$ cat src/rtl/core/sn2_ram.sv
// Generic single-write, single-read RAM with registered read data.
`timescale 1ns / 1ps
module sn2_ram #(
   parameter int WIDTH = 8,
   parameter int DEPTH = 256
) (
   input  logic                     clock,
   input  logic                     wr_en,
   input  logic [$clog2(DEPTH)-1:0] wr_addr,
   input  logic [WIDTH-1:0]         wr_data,
   input  logic [$clog2(DEPTH)-1:0] rd_addr,
   output logic [WIDTH-1:0]         rd_data
);

   logic [WIDTH-1:0] mem_ff [DEPTH];
   logic [WIDTH-1:0] rd_data_ff;

   always_ff @(posedge clock) begin
      if (wr_en) begin
         mem_ff[wr_addr] <= wr_data;
      end
      rd_data_ff <= mem_ff[rd_addr];
   end

   assign rd_data = rd_data_ff;

endmodule

$ cat config.mk
export PLATFORM = sky130hd
export DESIGN_NAME = sn2_ram
export DESIGN_NICKNAME = d
export VERILOG_FILES = /design/src/rtl/core/sn2_ram.sv
export SDC_FILE = /design/constraint.sdc
export NUM_CORES = 2
export LEC_CHECK = 0
export ABC_AREA = 1
export CAP_MARGIN = 20
export CORE_MARGIN = 2
export CORE_UTILIZATION = 55
export DETAILED_ROUTE_END_ITERATION = 8
export DONT_BUFFER_PORTS = 1
export PLACE_DENSITY = 0.73
export SKIP_CTS_REPAIR_TIMING = 1
export SYNTH_ARGS = -nofsm -noshare
export SYNTH_HDL_FRONTEND = slang
export SYNTH_SLANG_ARGS = --single-unit
$ cat constraint.sdc
create_clock -name clock -period 2.72 [get_ports clock]
set_input_delay 0.272 -clock clock [delete_from_list [all_inputs] [get_ports clock]]
set_output_delay 0.272 -clock clock [all_outputs]
set_load 0.01 [all_outputs]
== After elaboration in Yosys (flattened, before gate mapping) ==
Memories as Yosys holds them, arrays and structs flattened. A register that Yosys moved wholly into a read port is not among the register bits.
Index checks and enable logic that the tools add are counted.
W data, S select, Z words.

* Mux-type cells: 2

{| class="wikitable"
|+ Operators with widths
! kind !! number
|-
| $mux W1 || 2
|}

* Register bits after elaboration: 0
* Memory bits (writable): 2048
* Bits of input ports: 26
* Output and inout bits: 8
* Word-level logic and storage cells: 3
* Memories: 1

{| class="wikitable"
|+ Memories
! name !! depth !! width !! read ports !! clocked after memory_dff !! write ports !! line !! source
|-
| mem_ff || 256 || 8 || 1 || 1 || 1 || 15 || <nowiki>logic [WIDTH-1:0] mem_ff [DEPTH];</nowiki>
|}

== Logic depth before layout (Yosys ltp) ==
* Depth in word-level cells: 2
* Gate-level depth with buffers: 15

== Least setup slack after synthesis ==
Ideal clock, no wire load.

* Kind: input -> register
* From: input wr_en
* To: memory mem_ff[162][0], enable pin
* Arrival: 1393 ps
* Slack: 957 ps
* Stages on the path: 4
* Path buffers: 2
* Cell sequence: clkbuf_1 nand3_1 clkbuf_1 nor2_1

* Cells in the longest elaborated chain, start to end: 2

{| class="wikitable"
|+ RTL lines
! what !! line !! source
|-
| start, declared || 8 || <nowiki>input logic wr_en,</nowiki>
|-
| $mux W1 || 19 || <nowiki>if (wr_en) begin</nowiki>
|-
| $mux W1 (not written as such) || 20 || <nowiki>mem_ff[wr_addr] <= wr_data;</nowiki>
|-
| end, declared || 15 ||
|}

No other way between the ends.

==> metrics.cfg <==
[status]
status = complete, but fails checks
violations = hold timing, slew limit, setup timing

[global_routing]
grt_pass1_wl_um = 332000
grt_pass1_vias = 54600
grt_usage = 0.283
overflow = 0
grt_max_degree = 1026
antenna_found_initial = 7

[power_and_ir_drop]
power_density_nw_per_um2 = 692
p_comb_frac = 0.047
intPower_w = 0.0508
ir_drop_uv = 590
p_seq_frac = 0.545
pwr-share-clk = 0.409
switching_power_w = 0.0134
netSwitchingFraction = 0.209
leakage_nw = 32.5

[die]
die_area_um2 = 155000
rows = 142
ioPinCount = 34
start_util = 0.555
fp.dieH_um = 393
die_w_um = 393
fp.coreArea_um2 = 150000

[setup_path]
r2r_cells = 11
cp.required_ns = 3.44
timing.critical_path.from_type = input port
r2r-start = mem_ff[171][7]
crit_start = rd_addr[0]
cp.arrival_ns = 7.13
cp-end-kind = register
cp_max_fo = 1025
rr_endpoint = rd_data[7]
critical_path_class = input port to register
reg2reg_slack_ns = 0.18

[worst_hold_path]
worst_hold_path.endpoint = mem_ff[162][1]
hp-start = wr_data[1]
hold_depth = 0
hold_class = input port to register

[synthesis]
syn_inst = 7003
yosysSeqAreaShare = 0.739
synth_cell_types = 14
ys_ff_latch = 2056
synth_area_leaders = edfxtp_1 (74%), nand3_1 (12%), nand2_1 (9.6%)
synth_area_leader_cell = edfxtp_1
synth_top_area_share = 0.737
synth_area_um2 = 83400
yosys_warnings = 0
postSynthAreaPerCell_um2 = 11.9
postSynthNetCount = 7029

[routing]
firstDrtPassIters = 7
top_layer_used = met4
wl_per_cell_um = 24.0
routed-via-count = 55800
routedLengthMet1_um = 83300
drc = 0
routed-wl-met3_um = 25500
routed_via_density = 6.04
met2_length_um = 104000
ant_nets = 0
wirelength_um = 221000
initialDrtViolationCount = 8304

[cells_and_area]
fin_nets = 7091
final_cell_mix = nand2_1 (2123), edfxtp_1 (2048), nand3_1 (2019)
final_common_cell = nand2_1
syn2layout_area_growth_pct = 11.2
multiInputGateArea_um2 = 19100
seq_area_um2 = 61700
fillers = 11100
final_layout_size_suffix_gt1_frac = 0.0854

[clock_tree]
insertion_delay_ns = 0.84
cts_buffers = 194
cts.sinks = 2056
cts_max_path_buffers = 3
clock-root-buffer = clkbuf_16
clk_pin_slew_ns = 0.06
h-tree-depth = 4
cts_tree = built

[sta]
drv_slew = 1099
clock.fmax_mhz = 156
totalNegativeSetupSlack_ns = -27.64
maxSlewHeadroom = -4.25
fin_crit_sh = 2.36
finClkSkew_ns = 0.0247
worstMarginPinSlew_ns = 7.87
timing.hold.ws_ns = -0.473
hold_violations = 1861
finalWorstSetupSlack_ns = -3.69
setup_viol = 8
period_needed_ns = 6.41
rsz0062_at_grt = false

[place]
place_hpwl_um = 115000
routabilityCongestion = 0.854
io_buffers = 0

[flow_run]
maxCapViolCount = 0

cell families (layout without fill, tap and decap cells):
family,Yosys count,after routing,synth area share
buffers and inverters,522,742,0.0312
and+or+nand+nor,4425,4425,0.229
other,0,2,0
DFF,2056,2056,0.739
worst max-delay path, stage by stage:
cell,delay [ns]
nand2_1,1.65
nand3_1,0.17
nand3_1,0.13
nand3_1,0.08
nand3_1,0.12
nand3_1,0.09
nand3_1,0.08
nand2_1,0.06
nand2_1,0.08
dlygate4sd3_1,0.57
nand2_1,0.05
worst max path at each step:
stage,cells after the start,end,slack (ns)
6_report,11,rd_data[7],-3.69
5_1_grt,12,rd_data[7],0.21
4_1_cts,13,rd_data[2],0.46
3_5_place_dp,13,rd_data[2],-0.35
3_3_place_gp,14,rd_data[2],-0.35
2_1_floorplan,4,mem_ff[162][0],0.96
cells in the mapped netlist:
library cell	count
buf_1	40
nand3_1	2019
nand2_1	2123
buf_8	1
inv_1	36
inv_4	1
buf_4	46
clkbuf_1	112
inv_2	2
buf_6	16
dfxtp_1	8
nor2_1	283
buf_2	268
edfxtp_1	2048
flip-flops by register name (all words and copies together) (netlist names):
register,flops
mem_ff,2048
rd_data,8
through the flow:
step                setup WS (ns)  total power [W]   util  area [um2]  cells
finish                      -3.69           0.0642  0.618       92800   9241
global route                0.214           0.0656  0.618       92800   9239
CTS                         0.464           0.0641  0.617       92700   9231
detailed placement         -0.353           0.0384  0.577       86600   8877
global placement           -0.349           0.0383  0.577       86600   8877
floorplan                   0.957           0.0378      -       83400   7003
cell type report:
type | instances | area share
multi-input combinational | 4425 | 0.206
clock inverter | 116 | 0.0109
tap | 2016 | 0.0272
timing repair buffer | 349 | 0.0340
antenna | 2 | 0.0000539
sequential | 2056 | 0.665
clock buffer | 238 | 0.0550
inverter | 39 | 0.00194
routing by layer:
metal	global-route usage	up-vias
met3	0.0674	524
met5	0	-
li1	-	25000
met4	0.115	0
met1	0.382	27100
met2	0.444	3238
power by group through the flow:
stage / Clock (W) / Sequential (W) / Combinational [W]
2_1_floorplan: 0 / 0.0356 / 0.00215
3_3_place_gp: 0 / 0.0356 / 0.00267
3_5_place_dp: 0 / 0.0357 / 0.00271
4_1_cts: 0.0264 / 0.0350 / 0.00274
5_1_grt: 0.0276 / 0.0350 / 0.00305
6_report: 0.0262 / 0.0350 / 0.00301
Power figures use the tool's default switching activity.
