## config.mk

```make
export PLATFORM = sky130hd
export DESIGN_NAME = sn2_mul
export DESIGN_NICKNAME = d
export VERILOG_FILES = /design/src/rtl/core/sn2_pkg.sv /design/src/rtl/core/sn2_mul.sv
export SDC_FILE = /design/constraint.sdc
export NUM_CORES = 2
export LEC_CHECK = 0
export ABC_AREA = 1
export CORE_UTILIZATION = 67
export CTS_BUF_LIST = sky130_fd_sc_hd__clkbuf_4
export DETAILED_ROUTE_END_ITERATION = 10
export DONT_BUFFER_PORTS = 1
export HOLD_SLACK_MARGIN = 0.15
export PLACE_DENSITY_LB_ADDON = 0.08
export SYNTH_ARGS = -nofsm -noshare
export SYNTH_HDL_FRONTEND = slang
export SYNTH_SLANG_ARGS = --single-unit
```

## constraint.sdc

```tcl
create_clock -name clock -period 9.7 [get_ports clock]
set_clock_uncertainty 0.15 [all_clocks]
set_input_delay 0.97 -clock clock [delete_from_list [all_inputs] [get_ports clock]]
set_output_delay 0.97 -clock clock [all_outputs]
set_load 0.005 [all_outputs]
```

## src/rtl/core/sn2_pkg.sv

```systemverilog
// Shared types, constants and helper functions for the fractal simplex noise block.
`timescale 1ns / 1ps
package sn2_pkg;

   localparam int PERM_SIZE       = 256;
   localparam int PERM_AW         = $clog2(PERM_SIZE);
   localparam int DEF_MAX_OCTAVES = 8;

   localparam int MUL_W  = 34;
   localparam int PROD_W = 2 * MUL_W;
   localparam int V_W    = 45;
   localparam int CSR_AW = 3;
   localparam int CSR_DW = 32;

   typedef logic signed [31:0]       q16_type;
   typedef logic signed [MUL_W-1:0]  opnd_type;
   typedef logic signed [PROD_W-1:0] prod_type;

   localparam logic [CSR_AW-1:0] CSR_INV_SCALE  = 3'd0;
   localparam logic [CSR_AW-1:0] CSR_RANGE_LOW  = 3'd1;
   localparam logic [CSR_AW-1:0] CSR_RANGE_HIGH = 3'd2;
   localparam logic [CSR_AW-1:0] CSR_OCTAVES    = 3'd3;
   localparam logic [CSR_AW-1:0] CSR_BASE_FREQ  = 3'd4;
   localparam logic [CSR_AW-1:0] CSR_BASE_AMPL  = 3'd5;

   localparam logic CMD_LOAD = 1'b0;
   localparam logic CMD_EVAL = 1'b1;

   localparam opnd_type SKEW_F2   = 34'sd1572067139;
   localparam opnd_type UNSKEW_G2 = 34'sd907633386;

   localparam logic signed [39:0] ONE_Q32  = 40'sh01_0000_0000;
   localparam logic signed [39:0] G2_Q32   = 40'sd907633386;
   localparam logic signed [39:0] ONE_Q24  = 40'sd16777216;
   localparam logic signed [37:0] HALF_Q24 = 38'sd8388608;

   function automatic q16_type sat32(input prod_type v);
      q16_type r;
      if (v > 68'sh7FFF_FFFF) begin
         r = 32'sh7FFF_FFFF;
      end else if (v < -68'sh8000_0000) begin
         r = -32'sh8000_0000;
      end else begin
         r = v[31:0];
      end
      return r;
   endfunction

   function automatic logic [3:0] mod12(input logic [7:0] v);
      logic [15:0] p;
      logic [4:0]  q;
      logic [7:0]  m;
      p = 16'(v) * 16'd171;
      q = p[15:11];
      m = v - 8'(q) * 8'd12;
      return m[3:0];
   endfunction

   function automatic opnd_type grad_dot(input logic [3:0] g,
                                         input logic signed [31:0] dx,
                                         input logic signed [31:0] dy);
      opnd_type ex;
      opnd_type ey;
      opnd_type r;
      ex = {{2{dx[31]}}, dx};
      ey = {{2{dy[31]}}, dy};
      unique case (g)
         4'd0, 4'd8:  r = ex;
         4'd1, 4'd9:  r = -ex;
         4'd2:        r = ex - ey;
         4'd3:        r = -ex - ey;
         4'd4, 4'd10: r = ey;
         4'd5, 4'd11: r = -ey;
         4'd6:        r = ex + ey;
         4'd7:        r = ey - ex;
         default:     r = '0;
      endcase
      return r;
   endfunction

endpackage

```

## src/rtl/core/sn2_mul.sv

```systemverilog
// Shared signed multiplier with registered product.
`timescale 1ns / 1ps
module sn2_mul import sn2_pkg::*; (
   input  logic     clock,
   input  opnd_type op_a,
   input  opnd_type op_b,
   output prod_type prod
);

   prod_type prod_ff;

   always_ff @(posedge clock) begin
      prod_ff <= op_a * op_b;
   end

   assign prod = prod_ff;

endmodule

```

* After elaboration in Yosys (flattened, before gate mapping)
Index checks and enable logic that the tools add are counted.
** Word-level totals
- Input bits :: 69
- Output and inout port bits :: 68
- Register bits :: 68
** Operators by class
- Multiply operators :: 1
** Operators with widths (count)
- $mul A34 B34 Y68 :: 1

* Longest topological paths before layout
- Word-level depth :: 1
- Depth in mapped cells :: 35
- Gate-level depth less buffers :: 33

* Worst setup path before layout
No wires, ideal clock.
- Path type :: input port to flip-flop
- From :: input op_a[33]
- To :: register prod_ff[66] (netlist: prod[66])
- Arrival time :: 7.681 ns
- Required time :: 9.438 ns
- Stages on the path :: 24
- Library setup time :: 0.112 ns
- Path slack :: 1.757 ns
- Cells stage by stage :: clkbuf_1 > clkbuf_1 > nand2_1 > inv_1 > fa_1 > fa_1 > fa_1 > fa_1 > inv_1 > fa_1 > fa_1 > inv_1 > fa_1 > fa_1 > ha_1 > nand2_1 > nor2_1 > inv_1 > nor2_2 > nand2_1 > nor3_1 > nand2_2 > nand3_1 > nand2_1
** On the way
- Word-level cells in the longest chain between the ends :: 1
** RTL lines
- start: declaration :: RTL line sn2_mul.sv:5 : input opnd_type op_a,
- $mul A34 B34 Y68 :: RTL line sn2_mul.sv:13 : prod_ff <= op_a * op_b;
- end signal: assignment :: RTL line sn2_mul.sv:13
- end: declaration :: RTL line sn2_mul.sv:10 : prod_type prod_ff;
Every way passes these cells.

* Final worst setup path
- From :: input op_b[1]
- To :: register prod_ff[57] (netlist: prod[57])
** On the way
- Word-level cells in the longest chain between the ends :: 1
** RTL lines
- start: declaration :: RTL line sn2_mul.sv:6 : input opnd_type op_b,
- $mul A34 B34 Y68 :: RTL line sn2_mul.sv:13
Every way passes these cells.

==> reports/results.txt <==
arrival time at the worst endpoint -> 8.14 ns
min Tclk post-route -> 7.91 ns
Yosys reg bits -> 68
syn_area_per_cell -> 7.74 sq um
CP Capture Type -> flip-flop
largest net degree at the start of global routing -> 35
Syn. warnings -> 0
final slew viol count -> 0
share of cells above drive strength 1 -> 1.43%
Hold Path Origin -> op_a[0]
setup TNS -> 0 ns
initial DRC count -> 2,397
post-CTS setup repair buffer count -> 0
clock-pin transition on the worst setup and hold timing paths -> 0.13 ns
number of synthesized flops with an enable pin -> 0
nets -> 7,231
post-route cell area -> 46,500 sq um
Yosys cell types -> 32
Final setup viols -> 0
largest area contributor in the netlist -> fa_1
Num CTS Buffers -> 9
DRT Pass-1 Iters -> 7
worst-margin pin slew -> 1.10 ns
initial antenna violation count -> 1
top cells by count, synth -> inv_1, nand2_1, fa_1
critical path class -> primary input to flip-flop
TritonCTS clock tree -> yes
core area -> 67,800 sq um
Clock Path Buffers -> 2
Fmax -> 126 MHz
drt wl/cell -> 18.8 um
post-synthesis sequential area ratio -> 2.95%
I/O pin count -> 137
status -> finished, final reports clean
Post-Synthesis Cells -> 5,972
WL final -> 124,000 um
critical path launch point -> op_b[1]
vias in the first global route -> 38,500
cell area after synthesis -> 46,200 sq um
DRC Markers -> 0
remaining global-route overflow -> 0
total track usage -> 38.1%
Root Driver -> clkbuf_4
fill count -> 5,815
combinational family with the most area after synthesis -> adder cells
compound-gate portion of the synthesized area -> 1.13%
top-area cell type share of the netlist area -> 53.7%
post-synth net total -> 7,486
RSZ-0062 raised after global routing -> no
Crit Path Max Fanout -> 34
Rows -> 95
max reg flops -> 68
asr flop ratio synth -> 0%
Synth Area in XOR/XNOR -> 0.663%
max_cap viols -> 0
hold crit path type -> primary input to flip-flop
top-count cell post-synth -> inv_1
Post-DRT Antenna Nets -> 0
final hold vios -> 0
Synth Area in Adders -> 59.3%
Buffers on Ports -> 0
top cells by area, synth -> fa_1, inv_1, nand2_1
worst hold endpoint -> prod[0]$_DFF_P_
htree depth -> 3
Hold Buf Count CTS -> 0
GPL Wtd Cong -> 1.02
mux cell area share after synthesis -> 0%
first-pass GRT wire length -> 205,000 um
Layout area overhead -> 0.604%
Chip Height -> 265 um
vias -> 34,600
Resized Gates After CTS -> 0
starting density of the core -> 68.2%
clock sink count -> 68
area of placed instances -> 46,300 sq um
WP data required -> 9.92 ns
final critical-path share of the clock period -> 81.6%
Post-Synth Simple-Gate Area -> 16.6%
Rel. slew slack -> 26.7%
Die X -> 265 um
via/cell ratio -> 5.25
Most used DFF post-synth -> dfxtp_1
Worst Setup Start Kind -> primary input
Hold Path Depth -> 2
DIE AREA -> 70,000 sq um
post-DP HPWL -> 102,000 um
per-layer routing:
metal  part of all wire [%]  GRT usage [%]  wire length, um
met4                    4.0           13.3             4960
met5                      0              0                0
met2                     50           66.8            61700
met1                     38           48.4            47400
met3                    7.8           5.39             9630
logic make-up after synthesis:
kind of cell | count (synthesis)
buf+inv | 2390
simple gates | 1939
fa+ha+maj | 1445
compound gates | 95
flops | 68
xor+xnor | 35
layout by cell type, fill, tap and decap left out, drive strengths merged:
cell | synthesis | final
fa | 1241 | 1241
or2 | 8 | 8
nor2 | 124 | 124
xor2 | 33 | 33
nor3 | 22 | 22
o21ai | 19 | 19
clkinvlp | 0 | 2
buf | 2 | 5
o21bai | 11 | 11
inv | 2119 | 2119
nand3b | 3 | 3
clkbuf | 269 | 10
nand4 | 19 | 19
diode | 0 | 1
nand2b | 1 | 1
bufinv | 0 | 2
nand3 | 77 | 77
a21oi | 63 | 63
clkinv | 0 | 2
xnor2 | 2 | 2
dfxtp | 68 | 68
o21a | 1 | 1
nand2 | 1683 | 1683
ha | 204 | 204
nor4 | 1 | 1
a21o | 1 | 1
and2 | 1 | 1
worst max path at each step:
stage / to / slack, ns / cells past startpoint
CTS: prod[57]$_DFF_P_ / 1.80 / 22
global route: prod[61]$_DFF_P_ / 1.35 / 24
global placement: prod[65]$_DFF_P_ / 1.36 / 23
detailed placement: prod[57]$_DFF_P_ / 1.31 / 22
floorplan: prod[66]$_DFF_P_ / 1.76 / 24
finish: prod[57]$_DFF_P_ / 1.79 / 22
critical path: stages:
cell     delay, ns
nand2_1       0.10
inv_1         0.09
fa_1          0.57
fa_1          0.63
fa_1          0.70
fa_1          1.33
inv_1         0.15
fa_1          0.46
fa_1          0.54
inv_1         0.06
fa_1          0.54
fa_1          0.41
ha_1          0.43
nand2_1       0.13
nor2_1        0.15
inv_1         0.09
nor2_1        0.20
nand2_1       0.11
nor3_1        0.15
nand2_1       0.12
nand4_1       0.09
nand2_1       0.06
final cells by class:
class / instances / area (sq um) / share of cell area, %
Clock inverter: 6 / 88.8 / 0.191
Inverter: 2119 / 7950 / 17.1
Clock buffer: 10 / 75.1 / 0.161
Timing Repair Buffer: 5 / 37.5 / 0.0807
Antenna cell: 1 / 2.50 / 0.00538
Tap cell: 873 / 1090 / 2.35
Sequential cell: 68 / 1360 / 2.93
Multi-Input combinational cell: 3514 / 35900 / 77.2
metrics by stage:
step / hold WS [ns] / std cells / util, % / setup WS (ns)
floorplan: 1.10 / 5972 / - / 1.76
global placement: 0.921 / 6579 / 68.4 / 1.36
detailed placement: 0.942 / 6579 / 68.4 / 1.31
CTS: 0.462 / 6595 / 68.6 / 1.80
global route: 0.476 / 6596 / 68.6 / 1.35
finish: 0.479 / 6596 / 68.6 / 1.79
Power is left out: the tool's default activity adds up to more than one toggle a clock period on the data nets, which glitch-free logic cannot reach.
