[config.mk]
export PLATFORM = sky130hd
export DESIGN_NAME = sn2_div
export DESIGN_NICKNAME = d
export VERILOG_FILES = /design/src/rtl/core/sn2_pkg.sv /design/src/rtl/core/sn2_div.sv
export SDC_FILE = /design/constraint.sdc
export NUM_CORES = 1
export LEC_CHECK = 0
export BUFFER_PORTS_ARGS = -buffer_cell sky130_fd_sc_hd__buf_2
export CORE_MARGIN = 2
export CORE_UTILIZATION = 45
export DETAILED_ROUTE_END_ITERATION = 10
export GPL_TIMING_DRIVEN = 0
export MAX_ROUTING_LAYER = met4
export PLACE_DENSITY = 0.76
export SLEW_MARGIN = 15
export SYNTH_ARGS = -nofsm -noshare
export SYNTH_HDL_FRONTEND = slang
export SYNTH_SLANG_ARGS = --single-unit
[constraint.sdc]
create_clock -name clock -period 5.65 [get_ports clock]
set_input_delay 1.13 -clock clock [delete_from_list [all_inputs] [get_ports clock]]
set_output_delay 1.13 -clock clock [all_outputs]
set_load 0.03 [all_outputs]
[src/rtl/core/sn2_pkg.sv]
// Shared types, constants and helper functions for the fractal simplex noise block.
`timescale 1ns / 1ps
package sn2_pkg;

   localparam int PERM_SIZE       = 256;
   localparam int PERM_AW         = $clog2(PERM_SIZE);
   localparam int DEF_MAX_OCTAVES = 8;

   localparam int MUL_W  = 34;
   localparam int PROD_W = 2 * MUL_W;
   localparam int V_W    = 45;
   localparam int CSR_AW = 3;
   localparam int CSR_DW = 32;

   typedef logic signed [31:0]       q16_type;
   typedef logic signed [MUL_W-1:0]  opnd_type;
   typedef logic signed [PROD_W-1:0] prod_type;

   localparam logic [CSR_AW-1:0] CSR_INV_SCALE  = 3'd0;
   localparam logic [CSR_AW-1:0] CSR_RANGE_LOW  = 3'd1;
   localparam logic [CSR_AW-1:0] CSR_RANGE_HIGH = 3'd2;
   localparam logic [CSR_AW-1:0] CSR_OCTAVES    = 3'd3;
   localparam logic [CSR_AW-1:0] CSR_BASE_FREQ  = 3'd4;
   localparam logic [CSR_AW-1:0] CSR_BASE_AMPL  = 3'd5;

   localparam logic CMD_LOAD = 1'b0;
   localparam logic CMD_EVAL = 1'b1;

   localparam opnd_type SKEW_F2   = 34'sd1572067139;
   localparam opnd_type UNSKEW_G2 = 34'sd907633386;

   localparam logic signed [39:0] ONE_Q32  = 40'sh01_0000_0000;
   localparam logic signed [39:0] G2_Q32   = 40'sd907633386;
   localparam logic signed [39:0] ONE_Q24  = 40'sd16777216;
   localparam logic signed [37:0] HALF_Q24 = 38'sd8388608;

   function automatic q16_type sat32(input prod_type v);
      q16_type r;
      if (v > 68'sh7FFF_FFFF) begin
         r = 32'sh7FFF_FFFF;
      end else if (v < -68'sh8000_0000) begin
         r = -32'sh8000_0000;
      end else begin
         r = v[31:0];
      end
      return r;
   endfunction

   function automatic logic [3:0] mod12(input logic [7:0] v);
      logic [15:0] p;
      logic [4:0]  q;
      logic [7:0]  m;
      p = 16'(v) * 16'd171;
      q = p[15:11];
      m = v - 8'(q) * 8'd12;
      return m[3:0];
   endfunction

   function automatic opnd_type grad_dot(input logic [3:0] g,
                                         input logic signed [31:0] dx,
                                         input logic signed [31:0] dy);
      opnd_type ex;
      opnd_type ey;
      opnd_type r;
      ex = {{2{dx[31]}}, dx};
      ey = {{2{dy[31]}}, dy};
      unique case (g)
         4'd0, 4'd8:  r = ex;
         4'd1, 4'd9:  r = -ex;
         4'd2:        r = ex - ey;
         4'd3:        r = -ex - ey;
         4'd4, 4'd10: r = ey;
         4'd5, 4'd11: r = -ey;
         4'd6:        r = ex + ey;
         4'd7:        r = ey - ex;
         default:     r = '0;
      endcase
      return r;
   endfunction

endpackage

[src/rtl/core/sn2_div.sv]
// Bit-serial signed divider by a small unsigned divisor, truncating toward zero.
`timescale 1ns / 1ps
module sn2_div import sn2_pkg::*; #(
   parameter int NUM_W = 53,
   parameter int DEN_W = 8
) (
   input  logic                    clock,
   input  logic                    reset,
   input  logic                    start,
   input  logic signed [NUM_W-1:0] dividend,
   input  logic [DEN_W-1:0]        divisor,
   output logic                    done,
   output logic signed [NUM_W-1:0] quotient
);

   localparam int CNT_W = $clog2(NUM_W + 1);

   logic             busy_ff, busy_in;
   logic             done_ff, done_in;
   logic             neg_ff, neg_in;
   logic [CNT_W-1:0] cnt_ff, cnt_in;
   logic [NUM_W-1:0] mag_ff, mag_in;
   logic [DEN_W-1:0] rem_ff, rem_in;
   logic [DEN_W-1:0] den_ff, den_in;
   logic [DEN_W:0]   rem_t;
   logic             qbit;

   always_comb begin
      busy_in = busy_ff;
      done_in = 1'b0;
      neg_in  = neg_ff;
      cnt_in  = cnt_ff;
      mag_in  = mag_ff;
      rem_in  = rem_ff;
      den_in  = den_ff;
      rem_t   = {rem_ff, mag_ff[NUM_W-1]};
      qbit    = (rem_t >= {1'b0, den_ff});
      if (start) begin
         busy_in = 1'b1;
         neg_in  = dividend[NUM_W-1];
         mag_in  = dividend[NUM_W-1] ? NUM_W'(-dividend) : NUM_W'(dividend);
         rem_in  = '0;
         den_in  = divisor;
         cnt_in  = CNT_W'(NUM_W);
      end else if (busy_ff) begin
         rem_in = qbit ? DEN_W'(rem_t - {1'b0, den_ff}) : rem_t[DEN_W-1:0];
         mag_in = {mag_ff[NUM_W-2:0], qbit};
         cnt_in = cnt_ff - 1'b1;
         if (cnt_ff == CNT_W'(1)) begin
            busy_in = 1'b0;
            done_in = 1'b1;
         end
      end
   end

   always_ff @(posedge clock) begin
      if (reset) begin
         busy_ff <= 1'b0;
         done_ff <= 1'b0;
         cnt_ff  <= '0;
      end else begin
         busy_ff <= busy_in;
         done_ff <= done_in;
         cnt_ff  <= cnt_in;
      end
      neg_ff <= neg_in;
      mag_ff <= mag_in;
      rem_ff <= rem_in;
      den_ff <= den_in;
   end

   assign done     = done_ff;
   assign quotient = neg_ff ? -signed'(mag_ff) : signed'(mag_ff);

endmodule
# After elaboration in Yosys (flattened, before gate mapping)
# Cells that the tools add are included.
# word_totals
out_inout_bits	54
regBits	78
word_cells	29
in_bits	64
# classes
addsub	4
mux	11
eq_ne	1
order_cmp	1
n_reduce_logical	3
bitwise_logic	1
# op_table
cell	n
$mux 53	4
$neg 53->53	2
$mux 6	2
$ge 9x8->1	1
$mux 8	1
$sub 8x8->8	1
$eq 6x1->1 const B	1
$sub 6x1->6 const B	1
$mux 1	4
$reduce_or 3->1	1
$reduce_bool 2->1	1
$reduce_or 2->1	1
$not 1->1	1

# Depth between registers and ports, before layout
# Gate-level depths: netlist (run 1).
# depth
depth_word	4
ltp_mapped	8
depth_no_buf	8

# Worst setup path before layout (run 1)
# No wires, ideal clock.
# synth_path
path_kind	reg-to-output
start	reg mag_ff[29]
end	out quotient[44]
t_arrival_ns	2.641
path_stages_with_launch	8
required_time_ns	4.520
n_path_buf	2
slack_ns	1.879
path_cell_list	edfxtp_1 or4_4 or4_4 buf_6 or3_1 buf_6 o41ai_4 xnor2_1
# synth_between
elab_chain_len	2
# synth_rtl
item	line_no	source
from (decl)	sn2_div.sv:22	logic [NUM_W-1:0] mag_ff, mag_in;
from (signal assigned)	sn2_div.sv:67	mag_ff <= mag_in;
$neg 53->53	sn2_div.sv:73	assign quotient = neg_ff ? -signed'(mag_ff) : signed'(mag_ff);
$mux 53	sn2_div.sv:73	
to (decl)	sn2_div.sv:13	output logic signed [NUM_W-1:0] quotient
# Every way passes these cells.

# Worst setup path in the final report (run 1)
# layout_path
start	reg mag_ff[0]
end	out quotient[52]
# Same word-level chain as after synthesis.

==> metrics.log, run 1 <==
[metrics] result of the run: finished, final reports clean
[metrics] area share of and/or/nand/nor cells after synthesis: around a quarter
[metrics] total placed cells including tap cells: 1,032
[metrics] EDFF count, synth: 62
[metrics] first-pass GRT wire length: 30.33 mm
[metrics] cell types with the largest area share after synthesis: edfxtp_1 30%, xnor2_1 8.1%, dfxtp_1 5.1%
[metrics] # DRC: 0
[metrics] gp weighted congestion: 0.9685
[metrics] count of synthesis-stage warnings from yosys: 0
[metrics] transition time of the tightest slew-check pin: 1178 ps
[metrics] maximum fanout count along the critical path: 5
[metrics] post-synthesis instance total: 736
[metrics] Seq/Total Area, Yosys: ~35%
[metrics] pin count of the biggest net entering global routing: 54
[metrics] area of the die: 14,970 um^2
[metrics] type of the worst setup path: reg2out
[metrics] Synth Register Bits: 78
[metrics] total iterations of the first detailed-routing run: 5
[metrics] Rel. slew slack: 20.77%
[metrics] all-layer global routing usage: between 20% and 30%
[metrics] Mapped Nets: between 800 and 900
[metrics] RSZ-0062 raised after global routing: no
[metrics] Die Span Y: between 100 and 150 um
[metrics] Hold/Removal Path Class: reg2reg
[metrics] Hold Buf Count CTS: 0
[metrics] Cell variety after synth: between 60 and 70
[metrics] highest attainable clock frequency: roughly 200 MHz
[metrics] nets: 940
[metrics] commonest cells after routing, fill and taps aside: 116 x buf_2, 79 x nor2_1, 62 x edfxtp_1, 59 x nand2_1, 58 x xnor2_1
[metrics] clock-pin slew on the worst setup and hold paths: approximately 60 ps
[metrics] routed vias/inst: a little over 6
[metrics] final antenna diode count: 0
[metrics] CTS Root Buffer Type: clkbuf_16
[metrics] number of buffers added by the clock tree synthesis step: 9
[metrics] pwr/cell area: around 280 nW/um^2
[metrics] combined area of the multi-input logic cells: 3831 um^2
[metrics] number of gates resized after CTS: 0
[metrics] routed len/inst: between 15 and 20 um
[metrics] maximum capacitance violations: 0
[metrics] adder-cell share of the synthesized area: 2.699%
[metrics] type of destination of the critical path: output pin
[metrics] synthesized-area fraction occupied by ao, oa, aoi and oai cells: around a fifth
[metrics] post-synthesis to final-layout area growth: 17.96%
[metrics] num rows: 43
[metrics] portion of netlist area occupied by mux cells: 1.628%
[metrics] Crit path required time: approximately 4500 ps
[metrics] final setup skew: 4.412 ps
[metrics] worst-skew pair later-pin latency: 340 ps
[metrics] largest family of logic cells by synthesized area: simple AND/OR/NAND/NOR gates
[metrics] final-layout fill cell count: around 1,300
[metrics] endpoint arrival time on the critical path: 3780 ps
[metrics] Core Region: roughly 14,000 um^2
[metrics] CTS H-Tree Depth: 3
[metrics] most common cell after layout, fill and taps aside: buf_2
[metrics] final global-route overflow total: 0
[metrics] worst vdd ir: 0.0001693 V
[metrics] via count of the routed design: 6,427
[metrics] dpl hpwl: 14.46 mm
[metrics] Worst Setup Start Kind: flip-flop
[metrics] antenna violations before repair: 0
[metrics] count of pins on the block boundary: around 120
[metrics] IO buf count: 116
[metrics] setup fix buffers added after clock tree synthesis: 0
[metrics] Storage cell area: between 2000 and 2500 um^2
[metrics] Final Slew Violations: 0
[metrics] ratio of cells with drive above 1 in the final layout: a little under a fifth
[metrics] Final Total Pwr: around 2100 uW
[metrics] most used flip-flop cell after synthesis: edfxtp_1
[metrics] CTS tree: built
[metrics] Iter 0 DRT Violations: 761
[metrics] share of the synthesized netlist area taken by xor and xnor gates: around 13%
[metrics] netlist area before placement: 6304 um^2
[metrics] accumulated negative setup slack: 0 ps
[metrics] share of flip-flops with an asynchronous set or reset: 0%
[metrics] setup violation total in the final timing report: 0
[metrics] area share of the largest cell type after synthesis: 29.54%
[metrics] synthesized area divided by synthesized cell count: around 8.6 um^2
[metrics] Final Routed Wirelength: around 20 mm
[metrics] number of standard cells in the final layout excluding fillers: approximately 1,000
[metrics] remaining antenna violation count after routing: 0
[metrics] Die Width: 122.4 um
[metrics] Yosys top cell by area: edfxtp_1
[metrics] Final Hold Vio Count: 0
[metrics] number of global-route vias before repair: approximately 5,700
[metrics] Final Critical Period: 4910 ps
[metrics] leakage component of the power: between 0.002 and 0.003 uW
[metrics] fin crit share: 86.90%
[metrics] clk sinks: 78
[metrics] maximum clock path buffer count: 2
[metrics] Initial Utilization: between 40% and 50%
[metrics] worst hold margin: just over 500 ps
final timing paths:
check	start	to	slack (ps)	depth (start not counted)
worst max-delay path	mag_ff[0]	quotient[52]	740	8
worst min-delay path	rem_ff[7]	rem_ff[7]	520	2
worst max register to register	den_ff[2]	rem_ff[4]	3310	8
worst min register to register	rem_ff[7]	rem_ff[7]	520	2
registers in the layout (all words and copies together) (netlist names):
register,flops
mag_ff,53
den_ff,8
rem_ff,8
cnt_ff,6
busy_ff,1
done,1
neg_ff,1
logic make-up (layout without fill, tap and decap cells):
logic type | count (synthesis) | in the layout
compound gates | 178 | 178
xor+xnor | 91 | 91
fa+ha+maj | 13 | 13
buf+inv | 73 | 205
flops | 78 | 78
mux | 10 | 10
simple gates | 293 | 293
critical path: stages (launching register included):
cell	delay, ps
edfxtp_1	480
inv_1	90
ha_1	200
or4b_2	640
nor3_1	550
nand4b_1	470
o31ai_1	520
xnor2_1	230
buf_2	250
synthesized netlist by cell type (10+ instances only):
cell,instances
nor2_1,79
edfxtp_1,62
nand2_1,59
xnor2_1,58
a21oi_1,47
clkbuf_1,33
xor2_1,33
inv_1,31
o21ai_0,30
nand3_1,27
o31ai_1,25
nor3_1,23
or3_1,22
o41ai_1,20
nor4_1,17
dfxtp_1,16
ha_1,12
nand4_1,10
where the power goes:
group	switching, uW	leakage, uW	internal [uW]
Combinational	423	0.00179	228
Clock	249	0.000162	384
Sequential	72.8	0.000746	697
Total	745	0.00270	1310
per-stage QoR:
step	worst slack, ps	utilization (%)	cell area, um^2
floorplan	1879	-	6304
global placement	1233	51.62	7109
detailed placement	1230	51.64	7112
CTS	857.6	53.99	7436
global route	656.7	53.99	7436
finish	739.9	53.99	7436
area by class of cell:
| type | count | area share, % |
|---|---|---|
| buffer | 42 | 2.373 |
| clock inverter | 5 | 0.8077 |
| clock buffer | 11 | 3.550 |
| multi-input combinational | 585 | 51.52 |
| inverter | 31 | 1.565 |
| timing repair buffer | 116 | 7.808 |
| tap | 180 | 3.029 |
| sequential | 78 | 29.35 |
routing by layer:
metal  vias up  track usage (%)  share of wire (%)
li1       3026                -                  -
met3        42            4.833                 10
met4         0            8.333                2.4
met1      2965            36.41                 42
met5         -                -                  0
met2       394            41.42                 45
Power figures use the tool's default switching activity.
==> run 2, diff against run 1 <==
--- a/config.mk
+++ b/config.mk
@@ -11,7 +11,7 @@
 export DETAILED_ROUTE_END_ITERATION = 10
 export GPL_TIMING_DRIVEN = 0
 export MAX_ROUTING_LAYER = met4
-export PLACE_DENSITY = 0.76
+export PLACE_DENSITY_LB_ADDON = 0.08
 export SLEW_MARGIN = 15
 export SYNTH_ARGS = -nofsm -noshare
 export SYNTH_HDL_FRONTEND = slang
==> metrics.log, run 2 (synthesis gave the netlist of run 1 again) <==
[metrics] result of the run: finished, final reports clean
[metrics] post-synthesis to final-layout area growth: 17.03%
[metrics] Top Registers: mag_ff: 53 flops, den_ff: 8 flops, rem_ff: 8 flops
[metrics] maximum fanout count along the critical path: 10
[metrics] accumulated negative setup slack: 0 ps
[metrics] dpl hpwl: between 15 and 20 mm
[metrics] ratio of cells with drive above 1 in the final layout: 17.86%
[metrics] commonest cells after routing, fill and taps aside: 116 x buf_2, 79 x nor2_1, 62 x edfxtp_1, 59 x nand2_1, 58 x xnor2_1
[metrics] maximum clock path buffer count: 2
[metrics] fin crit share: 87.06%
[metrics] Worst Setup Start Kind: flip-flop
[metrics] transition time of the tightest slew-check pin: 1015 ps
[metrics] setup fix buffers added after clock tree synthesis: 0
[metrics] via count of the routed design: 6,449
[metrics] Initial Utilization: a little under half
[metrics] clock-pin slew on the worst setup and hold paths: about 60 ps
[metrics] routed len/inst: 19.98 um
[metrics] Rel. slew slack: a little under a third
[metrics] FF-to-FF Start: rem_ff[1]
[metrics] final global-route overflow total: 0
[metrics] worst vdd ir: 0.0001514 V
[metrics] clk sinks: around 80
[metrics] CTS H-Tree Depth: 3
[metrics] Max stage delay cell, worst path: nor4_1
[metrics] nets: 940
[metrics] cells traversed along the worst timing path: or3_1, nor4_1, nand4_1, clkbuf_1, o31ai_1, xnor2_1, buf_2
[metrics] Die Width: approximately 120 um
[metrics] area of the die: roughly 15,000 um^2
[metrics] final setup skew: slightly above 9 ps
[metrics] maximum capacitance violations: 0
[metrics] Final Critical Period: 4919 ps
[metrics] final antenna diode count: 0
[metrics] Iter 0 DRT Violations: around 620
[metrics] Hold Buf Count CTS: 0
[metrics] first-pass GRT wire length: 32.11 mm
[metrics] worst-skew pair later-pin latency: roughly 350 ps
[metrics] RSZ-0062 raised after global routing: no
[metrics] crit path from: mag_ff[3]
[metrics] count of pins on the block boundary: about 120
[metrics] final-layout fill cell count: 1,341
[metrics] Core Region: ~14,000 um^2
[metrics] Hold/Removal Path Class: reg2reg
[metrics] routed vias/inst: between 6 and 7
[metrics] remaining antenna violation count after routing: 0
[metrics] leakage component of the power: 0.002666 uW
[metrics] highest attainable clock frequency: ~200 MHz
[metrics] all-layer global routing usage: between 20% and 30%
[metrics] antenna violations before repair: 0
[metrics] Worst R2R Setup Slack: about 3300 ps
[metrics] endpoint arrival time on the critical path: between 3000 and 4000 ps
[metrics] max reg flops: 53
[metrics] type of destination of the critical path: output pin
[metrics] number of gates resized after CTS: 0
[metrics] total iterations of the first detailed-routing run: 5
[metrics] number of global-route vias before repair: 6,044
[metrics] pwr/cell area: roughly 270 nW/um^2
[metrics] Final Slew Violations: 0
[metrics] Register-to-Register Path Depth: 7
[metrics] pin count of the biggest net entering global routing: 54
[metrics] utilization after layout: a little over half
[metrics] gp weighted congestion: approximately 0.9
[metrics] type of the worst setup path: reg2out
[metrics] Crit path required time: 4520 ps
[metrics] Setup crit end: quotient[51]
[metrics] Final Hold Vio Count: 0
[metrics] end of the worst register-to-register path: rem_ff[4]
[metrics] most common cell after layout, fill and taps aside: buf_2
[metrics] IO buf count: about 120
[metrics] Die Span Y: 122.4 um
[metrics] CTS Root Buffer Type: clkbuf_16
[metrics] setup violation total in the final timing report: 0
[metrics] num rows: 43
[metrics] most flop-heavy register: mag_ff
[metrics] # DRC: 0
[metrics] Largest stage delay, worst path: about 730 ps
[metrics] CTS tree: built
[metrics] Final Routed Wirelength: about 21 mm
[metrics] number of buffers added by the clock tree synthesis step: 9
[metrics] hold wc startpoint: rem_ff[7]
run 2: changes by cell type in the layout (fill, tap and decap cells not counted), sizes merged:
cell,before,now
clkbuf,44,45
bufinv,1,0
run 2: per-layer routing:
metal  vias up  share of wire (%)  global-route usage [%]
li1       3016                  -                       -
met1      3066                 43                   37.86
met2       327                 47                   46.28
met3        40                7.7                   3.067
met4         0                2.3                   10.13
met5         -                  0                       -
run 2: worst min path at each step:
stage	end	slack, ps	depth (start not counted)
after detailed placement	cnt_ff[1]	500	2
after global routing	rem_ff[7]	520	2
after CTS	rem_ff[7]	510	2
final	rem_ff[7]	510	2
after floorplan	rem_ff[7]	470	2
after global placement	cnt_ff[1]	490	2
run 2: power breakdown:
group,leakage [uW],switching [uW],total [uW],internal (uW)
logic,0.00179,428,657,229
clock network,0.000129,243,540,298
registers,0.000746,73.2,771,697
total,0.00267,744,1970,1220
run 2: layout make-up:
class / instances / area, um^2 / share of cell area, %
Multi-Input combinational cell: 585 / 3837 / 52.02
Timing Repair Buffer: 116 / 580.6 / 7.870
Tap cell: 180 / 225.2 / 3.053
Sequential cell: 78 / 2182 / 29.58
Clock buffer: 12 / 236.5 / 3.206
Buffer: 42 / 176.4 / 2.391
Clock inverter: 4 / 22.52 / 0.3053
Inverter: 31 / 116.4 / 1.577
run 2: stage by stage:
step / hold WS (ps) / std cells / setup WS [ps] / total power [uW] / area (um^2)
finish: 512.7 / 1048 / 731.0 / 1968 / 7377
global placement: 486.6 / 1032 / 1214 / 1416 / 7109
floorplan: 468.3 / 736 / 1879 / 1215 / 6304
CTS: 512.8 / 1048 / 776.5 / 1966 / 7371
detailed placement: 497.2 / 1032 / 1158 / 1430 / 7112
global route: 520.3 / 1048 / 599.0 / 2053 / 7377
run 2: critical path: cells and delay by family (launching register included):
kind | cells | cell delay [ps]
buffers and inverters | 2 | 670
XOR/XNOR | 1 | 200
AND/OR/NAND/NOR | 3 | 1720
flip-flops | 1 | 450
AO/OA/AOI/OAI | 1 | 370
